`src/rtl/gpcr_pkg.sv`:
```
// ----------------------------------------------------------------------------
// Game port counter registers package
// Shared types, command codes, register offsets and constants for the two
// game ports.
// ----------------------------------------------------------------------------
package gpcr_pkg;

  // Default width of the wrapping mouse position counters.
  localparam int unsigned CounterWidthDefault = 32;

  // Largest step that one JOYxDAT read moves a reported position.
  localparam int StepLimit = 127;

  // Command codes carried by each input word.
  localparam logic [1:0] CmdRead     = 2'd0;
  localparam logic [1:0] CmdJoytest  = 2'd1;
  localparam logic [1:0] CmdMouse    = 2'd2;
  localparam logic [1:0] CmdJoystick = 2'd3;

  // Custom register offsets that a read can address.
  localparam logic [8:0] OffJoy0Dat = 9'h00A;
  localparam logic [8:0] OffJoy1Dat = 9'h00C;
  localparam logic [8:0] OffPot0Dat = 9'h012;
  localparam logic [8:0] OffPot1Dat = 9'h014;
  localparam logic [8:0] OffPotgor  = 9'h016;

  // Pot counter and POTGOR constants.
  localparam logic [15:0] PotStep         = 16'h0100;
  localparam logic [15:0] PotGoBits       = 16'hFFFF;
  localparam logic [15:0] PotgorMask      = 16'hBBFF;
  localparam logic [15:0] Fire0Released   = 16'h0400;
  localparam logic [15:0] Fire1Released   = 16'h4000;

  // One input word as it is held in the input register.
  typedef struct packed {
    logic [1:0]         command;
    logic               port;
    logic [8:0]         reg_offset;
    logic [15:0]        write_data;
    logic signed [15:0] delta_x;
    logic signed [15:0] delta_y;
    logic [3:0]         dir;      // bit 0 left, 1 up, 2 right, 3 down
    logic               fire_secondary;
  } item_t;

  // Quadrature code that a joystick-mode JOYxDAT read returns.
  function automatic logic [15:0] joy_code(input logic [3:0] dir);
    logic [15:0] r;
    r = 16'h0000;
    if (dir[2]) r = r | 16'h0003;
    if (dir[0]) r = r | 16'h0300;
    if (dir[1]) r = r ^ 16'h0100;
    if (dir[3]) r = r ^ 16'h0001;
    return r;
  endfunction

endpackage

```
`src/rtl/game_port_counter_registers.sv`:
```
// ----------------------------------------------------------------------------
// Game port counter registers
// Two game ports with mouse position counters, joystick direction latches,
// pot counters and the JOYxDAT / POTxDAT / POTGOR read path.
// ----------------------------------------------------------------------------
// Reads: an accepted read word waits in the input register, and its result
// is loaded into the output register at the edge that retires it.
// Throughput: one word per cycle; the input register stalls only when it
// holds a read while the output register is full and stalled.
// Reset: all counters, direction bits and button history clear; port 0 comes
// up in mouse mode and port 1 in joystick mode.
module game_port_counter_registers
  import gpcr_pkg::*;
#(
  parameter int unsigned COUNTER_WIDTH = CounterWidthDefault
) (
  input  logic        clk_i,
  input  logic        rst_ni,

  // Input words.
  input  logic        in_valid_i,
  output logic        in_stall_o,
  input  logic [1:0]  command_i,
  input  logic        port_i,
  input  logic [8:0]  reg_offset_i,
  input  logic [15:0] write_data_i,
  input  logic signed [15:0] delta_x_i,
  input  logic signed [15:0] delta_y_i,
  input  logic        stick_left_i,
  input  logic        stick_up_i,
  input  logic        stick_right_i,
  input  logic        stick_down_i,
  input  logic        fire_secondary_i,

  // Result words.
  output logic        out_valid_o,
  input  logic        out_stall_i,
  output logic [15:0] read_data_o,

  // Configuration writes.
  input  logic        cfg_valid_i,
  output logic        cfg_ready_o,
  input  logic        cfg_index_i,
  input  logic        cfg_data_i
);

  localparam int unsigned CW = COUNTER_WIDTH;
  localparam logic signed [CW-1:0] LimPos = CW'(StepLimit);
  localparam logic signed [CW-1:0] LimNeg = CW'(-StepLimit);

  // The reported position moves toward the true one by at most the step
  // limit. The distance is taken as a signed value so a wrap goes the short
  // way round.
  function automatic logic [CW-1:0] approach(input logic [CW-1:0] truth,
                                             input logic [CW-1:0] rep);
    logic signed [CW-1:0] d;
    d = $signed(truth - rep);
    if (d > LimPos) begin
      d = LimPos;
    end else if (d < LimNeg) begin
      d = LimNeg;
    end
    return rep + $unsigned(d);
  endfunction

  // --------------------------------------------------------------------------
  // Handshake. Stage one is the input register; the work is done while the
  // word sits there, and state updates at the edge that retires it. A read
  // retires only when the output register can take its result.
  // --------------------------------------------------------------------------
  item_t s1_q;
  logic  s1_valid_q;
  logic  out_valid_q;
  logic [15:0] out_data_q;
  logic  out_free;
  logic  s1_is_read;
  logic  s1_go;
  logic  in_take;

  assign out_free    = !out_valid_q || !out_stall_i;
  assign s1_is_read  = (s1_q.command == CmdRead);
  assign s1_go       = s1_valid_q && (!s1_is_read || out_free);
  assign in_stall_o  = s1_valid_q && !s1_go;
  assign in_take     = in_valid_i && !in_stall_o;
  assign out_valid_o = out_valid_q;
  assign read_data_o = out_data_q;
  assign cfg_ready_o = 1'b1;

  always_ff @(posedge clk_i or negedge rst_ni) begin
    if (!rst_ni) begin
      s1_valid_q <= 1'b0;
    end else if (in_take || s1_go) begin
      s1_valid_q <= in_take;
    end
  end

  always_ff @(posedge clk_i) begin
    if (in_take) begin
      s1_q.command        <= command_i;
      s1_q.port           <= port_i;
      s1_q.reg_offset     <= reg_offset_i;
      s1_q.write_data     <= write_data_i;
      s1_q.delta_x        <= delta_x_i;
      s1_q.delta_y        <= delta_y_i;
      s1_q.dir            <= {stick_down_i, stick_right_i, stick_up_i, stick_left_i};
      s1_q.fire_secondary <= fire_secondary_i;
    end
  end

  // --------------------------------------------------------------------------
  // Port mode registers, written over the configuration channel.
  // --------------------------------------------------------------------------
  logic [1:0] mouse_mode_q;

  always_ff @(posedge clk_i or negedge rst_ni) begin
    if (!rst_ni) begin
      mouse_mode_q <= 2'b01;
    end else if (cfg_valid_i && cfg_ready_o) begin
      mouse_mode_q[cfg_index_i] <= cfg_data_i;
    end
  end

  // --------------------------------------------------------------------------
  // Per-port state. Each port has its own copy of the logic so nothing is
  // looked up by a port number computed at run time.
  // --------------------------------------------------------------------------
  logic [CW-1:0] pos_x_q [2];
  logic [CW-1:0] pos_y_q [2];
  logic [CW-1:0] rep_x_q [2];
  logic [CW-1:0] rep_y_q [2];
  logic [15:0]   pot_q   [2];
  logic [3:0]    dir_q   [2];
  logic [1:0]    held_q;

  logic [CW-1:0] pos_x_d [2];
  logic [CW-1:0] pos_y_d [2];
  logic [CW-1:0] rep_x_d [2];
  logic [CW-1:0] rep_y_d [2];
  logic [15:0]   pot_d   [2];
  logic [3:0]    dir_d   [2];
  logic [1:0]    held_d;

  logic [CW-1:0] rep_x_next [2];
  logic [CW-1:0] rep_y_next [2];
  logic [CW-1:0] dx_ext;
  logic [CW-1:0] dy_ext;
  logic [CW-1:0] jt_x;
  logic [CW-1:0] jt_y;
  logic [8:0]    joy_off [2];
  logic          is_event;
  logic          is_mouse;
  logic          is_joystick;
  logic          is_joytest;
  logic          port_hit;
  logic          joy_read;

  assign joy_off[0] = OffJoy0Dat;
  assign joy_off[1] = OffJoy1Dat;

  // JOYTEST bytes and mouse deltas are sign-extended to counter width.
  assign jt_x   = CW'($signed(s1_q.write_data[7:0]));
  assign jt_y   = CW'($signed(s1_q.write_data[15:8]));
  assign dx_ext = CW'(s1_q.delta_x);
  assign dy_ext = CW'(s1_q.delta_y);

  assign is_mouse    = s1_q.command == CmdMouse;
  assign is_joystick = s1_q.command == CmdJoystick;
  assign is_joytest  = s1_q.command == CmdJoytest;
  assign is_event    = is_mouse || is_joystick;

  always_comb begin
    for (int k = 0; k < 2; k++) begin
      rep_x_next[k] = approach(pos_x_q[k], rep_x_q[k]);
      rep_y_next[k] = approach(pos_y_q[k], rep_y_q[k]);
    end
  end

  always_comb begin
    for (int k = 0; k < 2; k++) begin
      port_hit = (s1_q.port == 1'(k));
      joy_read = s1_is_read && (s1_q.reg_offset == joy_off[k]) && mouse_mode_q[k];

      pos_x_d[k] = pos_x_q[k];
      pos_y_d[k] = pos_y_q[k];
      rep_x_d[k] = rep_x_q[k];
      rep_y_d[k] = rep_y_q[k];
      pot_d[k]   = pot_q[k];
      dir_d[k]   = dir_q[k];
      held_d[k]  = held_q[k];

      if (is_joytest) begin
        pos_x_d[k] = jt_x;
        pos_y_d[k] = jt_y;
        rep_x_d[k] = jt_x;
        rep_y_d[k] = jt_y;
      end else if (joy_read) begin
        rep_x_d[k] = rep_x_next[k];
        rep_y_d[k] = rep_y_next[k];
      end

      if (is_event && port_hit) begin
        // A rising edge of the secondary button bumps the pot counter.
        if (!held_q[k] && s1_q.fire_secondary) begin
          pot_d[k] = pot_q[k] + PotStep;
        end
        held_d[k] = s1_q.fire_secondary;
        if (is_mouse) begin
          pos_x_d[k] = pos_x_q[k] + dx_ext;
          pos_y_d[k] = pos_y_q[k] + dy_ext;
        end else begin
          dir_d[k] = s1_q.dir;
        end
      end
    end
  end

  always_ff @(posedge clk_i or negedge rst_ni) begin
    if (!rst_ni) begin
      for (int k = 0; k < 2; k++) begin
        pos_x_q[k] <= '0;
        pos_y_q[k] <= '0;
        rep_x_q[k] <= '0;
        rep_y_q[k] <= '0;
        pot_q[k]   <= '0;
        dir_q[k]   <= '0;
      end
      held_q <= '0;
    end else if (s1_go) begin
      for (int k = 0; k < 2; k++) begin
        pos_x_q[k] <= pos_x_d[k];
        pos_y_q[k] <= pos_y_d[k];
        rep_x_q[k] <= rep_x_d[k];
        rep_y_q[k] <= rep_y_d[k];
        pot_q[k]   <= pot_d[k];
        dir_q[k]   <= dir_d[k];
      end
      held_q <= held_d;
    end
  end

  // --------------------------------------------------------------------------
  // Read mux. Mouse-mode JOYxDAT returns the low bytes of the freshly moved
  // reported position; unknown offsets read as zero.
  // --------------------------------------------------------------------------
  logic [15:0] rd_data;

  always_comb begin
    case (s1_q.reg_offset)
      OffJoy0Dat: begin
        rd_data = mouse_mode_q[0] ? {rep_y_next[0][7:0], rep_x_next[0][7:0]}
                                  : joy_code(dir_q[0]);
      end
      OffJoy1Dat: begin
        rd_data = mouse_mode_q[1] ? {rep_y_next[1][7:0], rep_x_next[1][7:0]}
                                  : joy_code(dir_q[1]);
      end
      OffPot0Dat: rd_data = pot_q[0];
      OffPot1Dat: rd_data = pot_q[1];
      OffPotgor: begin
        rd_data = (PotGoBits & PotgorMask)
                | (held_q[0] ? 16'h0000 : Fire0Released)
                | (held_q[1] ? 16'h0000 : Fire1Released);
      end
      default: rd_data = 16'h0000;
    endcase
  end

  // Output register: loads when a read retires, empties when taken.
  always_ff @(posedge clk_i or negedge rst_ni) begin
    if (!rst_ni) begin
      out_valid_q <= 1'b0;
    end else if (out_free) begin
      out_valid_q <= s1_go && s1_is_read;
    end
  end

  always_ff @(posedge clk_i) begin
    if (s1_go && s1_is_read) begin
      out_data_q <= rd_data;
    end
  end

  // --------------------------------------------------------------------------
  // Assertions.
  // --------------------------------------------------------------------------
  // Only reads may hold up the input register.
  assert property (@(posedge clk_i) disable iff (!rst_ni)
    (s1_valid_q && !s1_is_read) |-> !in_stall_o)
    else $error("non-read word stalled in the input register");

  // A new result only appears after a read retired from stage one.
  assert property (@(posedge clk_i) disable iff (!rst_ni)
    $rose(out_valid_q) |-> $past(s1_go && s1_is_read))
    else $error("result appeared without a retiring read");

  // A retiring read never overwrites a result that is still stalled.
  assert property (@(posedge clk_i) disable iff (!rst_ni)
    (out_valid_q && out_stall_i) |-> !(s1_go && s1_is_read))
    else $error("read retired into a full output register");

  // Pot counters only ever move in steps of 0x100.
  assert property (@(posedge clk_i) disable iff (!rst_ni)
    (pot_q[0][7:0] == 8'h00) && (pot_q[1][7:0] == 8'h00))
    else $error("pot counter low byte is not zero");

endmodule
```
`config.mk`:
```
export PLATFORM = sky130hd
export DESIGN_NAME = game_port_counter_registers
export DESIGN_NICKNAME = d
export VERILOG_FILES = /design/src/rtl/gpcr_pkg.sv /design/src/rtl/game_port_counter_registers.sv
export SDC_FILE = /design/constraint.sdc
export NUM_CORES = 2
export LEC_CHECK = 0
export ABC_CLOCK_PERIOD_IN_PS = 13970
export BUFFER_PORTS_ARGS = -buffer_cell sky130_fd_sc_hd__buf_2
export CAP_MARGIN = 20
export CELL_PAD_IN_SITES_DETAIL_PLACEMENT = 1
export CELL_PAD_IN_SITES_GLOBAL_PLACEMENT = 2
export CORE_MARGIN = 5
export CORE_UTILIZATION = 35
export CTS_BUF_LIST = sky130_fd_sc_hd__clkbuf_16
export DETAILED_ROUTE_END_ITERATION = 6
export GPL_TIMING_DRIVEN = 0
export PLACE_DENSITY = 0.83
export SETUP_SLACK_MARGIN = 0.05
export SLEW_MARGIN = 20
export SYNTH_ARGS = -nofsm -noshare
export SYNTH_HDL_FRONTEND = slang
export SYNTH_SLANG_ARGS = --single-unit
```
`constraint.sdc`:
```
create_clock -name clk_i -period 13.97 [get_ports clk_i]
set_input_delay 0.6985 -clock clk_i [delete_from_list [all_inputs] [get_ports clk_i]]
set_output_delay 0.6985 -clock clk_i [all_outputs]
set_load 0.005 [all_outputs]
```
==> metrics.md <==
| Metric | Value |
|---|---|
| Die width | approximately 330 um |
| Area growth from synthesis to layout | 11.9% |
| Gr ovfl total | 0 |
| Vias per inst | around 6 |
| Worst Hold Path EP | s1_q[56] |
| Detailed Route WL | 148 mm |
| GPL Wtd Cong | 0.896 |
| Final ANT Viol Nets | 0 |
| Crit path launch type | flip-flop |
| Antenna violations before repair | 8 |
| Setup Fix Bufs, Post-CTS | 0 |
| H-tree depth | 2 |
| RSZ-0062 raised after global routing | no |
| Hpwl dp | ~120 mm |
| Total number of vias | approximately 36000 |
| Max FO, Critical Path | 10 |
| Layout Skew | approximately 22 ps |
| Worst R2R End | rep_y_q[63] |
| Depth of the worst hold-timing path | 1 |
| Final Hold Vio Count | 0 |
| Worst-margin pin slew | 1160 ps |
| CTS Buf Count | just over 50 |
| Initial Util | approximately a third |
| Flops & latches, synth | 367 |
| Gr usage total | between 20% and 30% |
| Yosys top cell area share | 19.7% |
| Start of the worst register-to-register path | pos_y_q[40] |
| Die Ht | between 300 and 400 um |
| FF-to-FF path depth | 30 |
| Row count | 118 |
| Crit Path Class | reg -> reg |
| DRT Pass-1 Iters | 5 |
| Post-CTS Hold Buffers | 1 |
| Latest clock arrival within the worst-skew pair | roughly 650 ps |
| CTS tree | done |
| Cells after synthesis | 4413 |
| Max_cap viols | 0 |
| TNS Setup | 0 ps |
| Area contributors post-synth | dfrtp_1 20%, ha_1 13%, a21oi_1 6.8% |
| Post-synthesis sequential area ratio | between 20% and 30% |
| Number of DRC markers in iteration 0 | between 2000 and 3000 |
| Cell taking the most area after synthesis | dfrtp_1 |
| Hold Path Class | in -> reg |
| Area of the mapped netlist | approximately 0.036 mm^2 |
| # setup viols final | 0 |
| Primary FF master, synth | dfrtp_1 |
| Num Clock Sinks | around 370 |
| Final Cycle Share | between 70% and 80% |
| Die area | 0.110 mm^2 |
| Hold path start | reg_offset_i[3] |
| Post-DR wirelength/cell | 24.7 um |
| Worst EP required | ~15000 ps |
| Drc violations | 0 |
| Reg clk slew, reported paths | around 60 ps |
| Root buffer cell | clkbuf_16 |
| IO buf count | between 80 and 90 |
| Worst EP arrival | between 10000 and 15000 ps |
| Final min period | 10020 ps |
| Synth async-reset ratio | between 70 and 80% |
| I/O Pins | just over 90 |
| Vias in the first global route | roughly 36000 |
| Netlist cell types | between 90 and 100 |
| Most frequent cells in the layout | 491 x a21oi_1, 378 x ha_1, 340 x o21ai_0 |
| Crit path capture type | flip-flop |
| Slew Limit Fails | 0 |
| R2R setup slack | roughly 3900 ps |
| Status | finished clean |
| Most common cell after layout, fill and taps aside | a21oi_1 |
| Slowest cell delay on critical path | 910 ps |
| Ys Warns | 0 |
| Slowest cell on crit path | a2111oi_1 |
| Largest net degree at the start of global routing | a little over 70 |
| Post-Synthesis Net Count | approximately 5000 |
| Core outline area | slightly above 0.1 mm^2 |
| # nets final | around 5000 |
| Post-CTS resize count | 0 |
| EDFF count, synth | between 80 and 90 |
| CTS Buffer Depth | 3 |
| Syn avg cell area | roughly 8.2 um^2 |
| Max_slew headroom | between 20 and 25% |
| First-pass GRT wire length | approximately 220 mm |
| Fmax | around 100 MHz |
| Fraction of final layout cells sized beyond drive strength 1 | 5.88% |
==> cell families after synthesis <==
family / Yosys count / share of synthesized area (%)
compound gates: 1746 / 31.3
xor+xnor: 305 / 7.39
fa+ha+maj: 390 / 13.7
buf+inv: 421 / 4.41
flops: 367 / 26.5
mux: 32 / 0.948
other cells: 1 / 0.0104
simple gates: 1151 / 15.6
==> registers in the layout, indices dropped and copies added (netlist names) <==
register,cells
jt_y,8
pos_y_q,64
held_q,2
pos_x_q,64
s1_valid_q,1
rep_x_q,64
mouse_mode_q,2
dy_ext,16
read_data_o,16
s1_q,16
rep_y_q,64
dir_q,8
dx_ext,16
port_hit,1
jt_x,8
pot_q,16
out_valid_o,1
==> area by class of cell <==
cell class | count | area [um^2]
Clock buffer | 53 | 1330
Inverter | 250 | 938
Tap cell | 1380 | 1730
Multi-Input combinational cell | 3625 | 25000
Clock inverter | 43 | 517
Timing Repair Buffer | 102 | 691
Antenna cell | 1 | 2.50
Sequential cell | 367 | 9590
Buffer | 171 | 662
Fill cell | 12600 | 62600
==> critical path: cells and delay by family (launching register included) <==
| kind | cells | cell delay, ps |
|---|---|---|
| simple gates | 9 | 2280 |
| fa+ha+maj | 3 | 950 |
| xor+xnor | 2 | 400 |
| buf+inv | 3 | 1220 |
| flops | 1 | 500 |
| compound gates | 13 | 4530 |
==> worst max-delay path by stage <==
stage | start | endpoint | slack, ps | depth (start not counted)
6_report | pos_y_q[40] | rep_y_q[63] | 3950 | 30
5_1_grt | pos_y_q[40] | rep_y_q[63] | 3550 | 30
4_1_cts | pos_y_q[40] | rep_y_q[63] | 4240 | 30
3_5_place_dp | pos_y_q[40] | rep_y_q[63] | 4300 | 30
3_3_place_gp | pos_y_q[40] | rep_y_q[63] | 4450 | 30
2_1_floorplan | pos_y_q[40] | rep_y_q[63] | 6750 | 30
==> cells in the mapped netlist, drive strengths merged, types with 16 or more instances <==
master   number
buf          16
nand2b       49
a21boi       36
a211oi      127
nand4        41
a41oi        17
clkbuf      155
o21a        128
o31ai        22
a211o        18
a21o        186
or2          22
and3         60
xor2        114
o21ai       356
a2111oi      18
o22ai        24
a311oi       19
nor2        280
inv         249
nand3        86
a22oi        24
nor4         18
and4         16
and2         49
mux2         18
o21bai       44
a21oi       491
edfxtp       81
or3          41
nor2b        50
ha          378
dfrtp       285
o211ai       37
nor3         77
a31oi        33
nand2       310
a22o         20
xnor2       191
==> routing by layer <==
metal	global-route usage [%]	up-vias	wire (um)
met5	0	-	0
met4	6.55	0	4150
met3	2.90	213	8390
li1	-	16800	-
met2	42.1	977	66700
met1	36.8	18000	69000
==> per-stage QoR <==
step / setup slack (ps) / hold WS (ps) / utilization, % / area (um^2) / instances
after global routing: 3550 / 197 / 39.3 / 40500 / 5991
after global placement: 4450 / 460 / 37.2 / 38300 / 5882
after detailed placement: 4300 / 465 / 37.4 / 38600 / 5893
after floorplan: 6750 / 403 / - / 36200 / 4413
after CTS: 4240 / 190 / 39.2 / 40400 / 5990
final: 3950 / 226 / 39.3 / 40500 / 5992
Power is left out: the tool's default activity adds up to more than one toggle a clock period on the data nets, which glitch-free logic cannot reach.
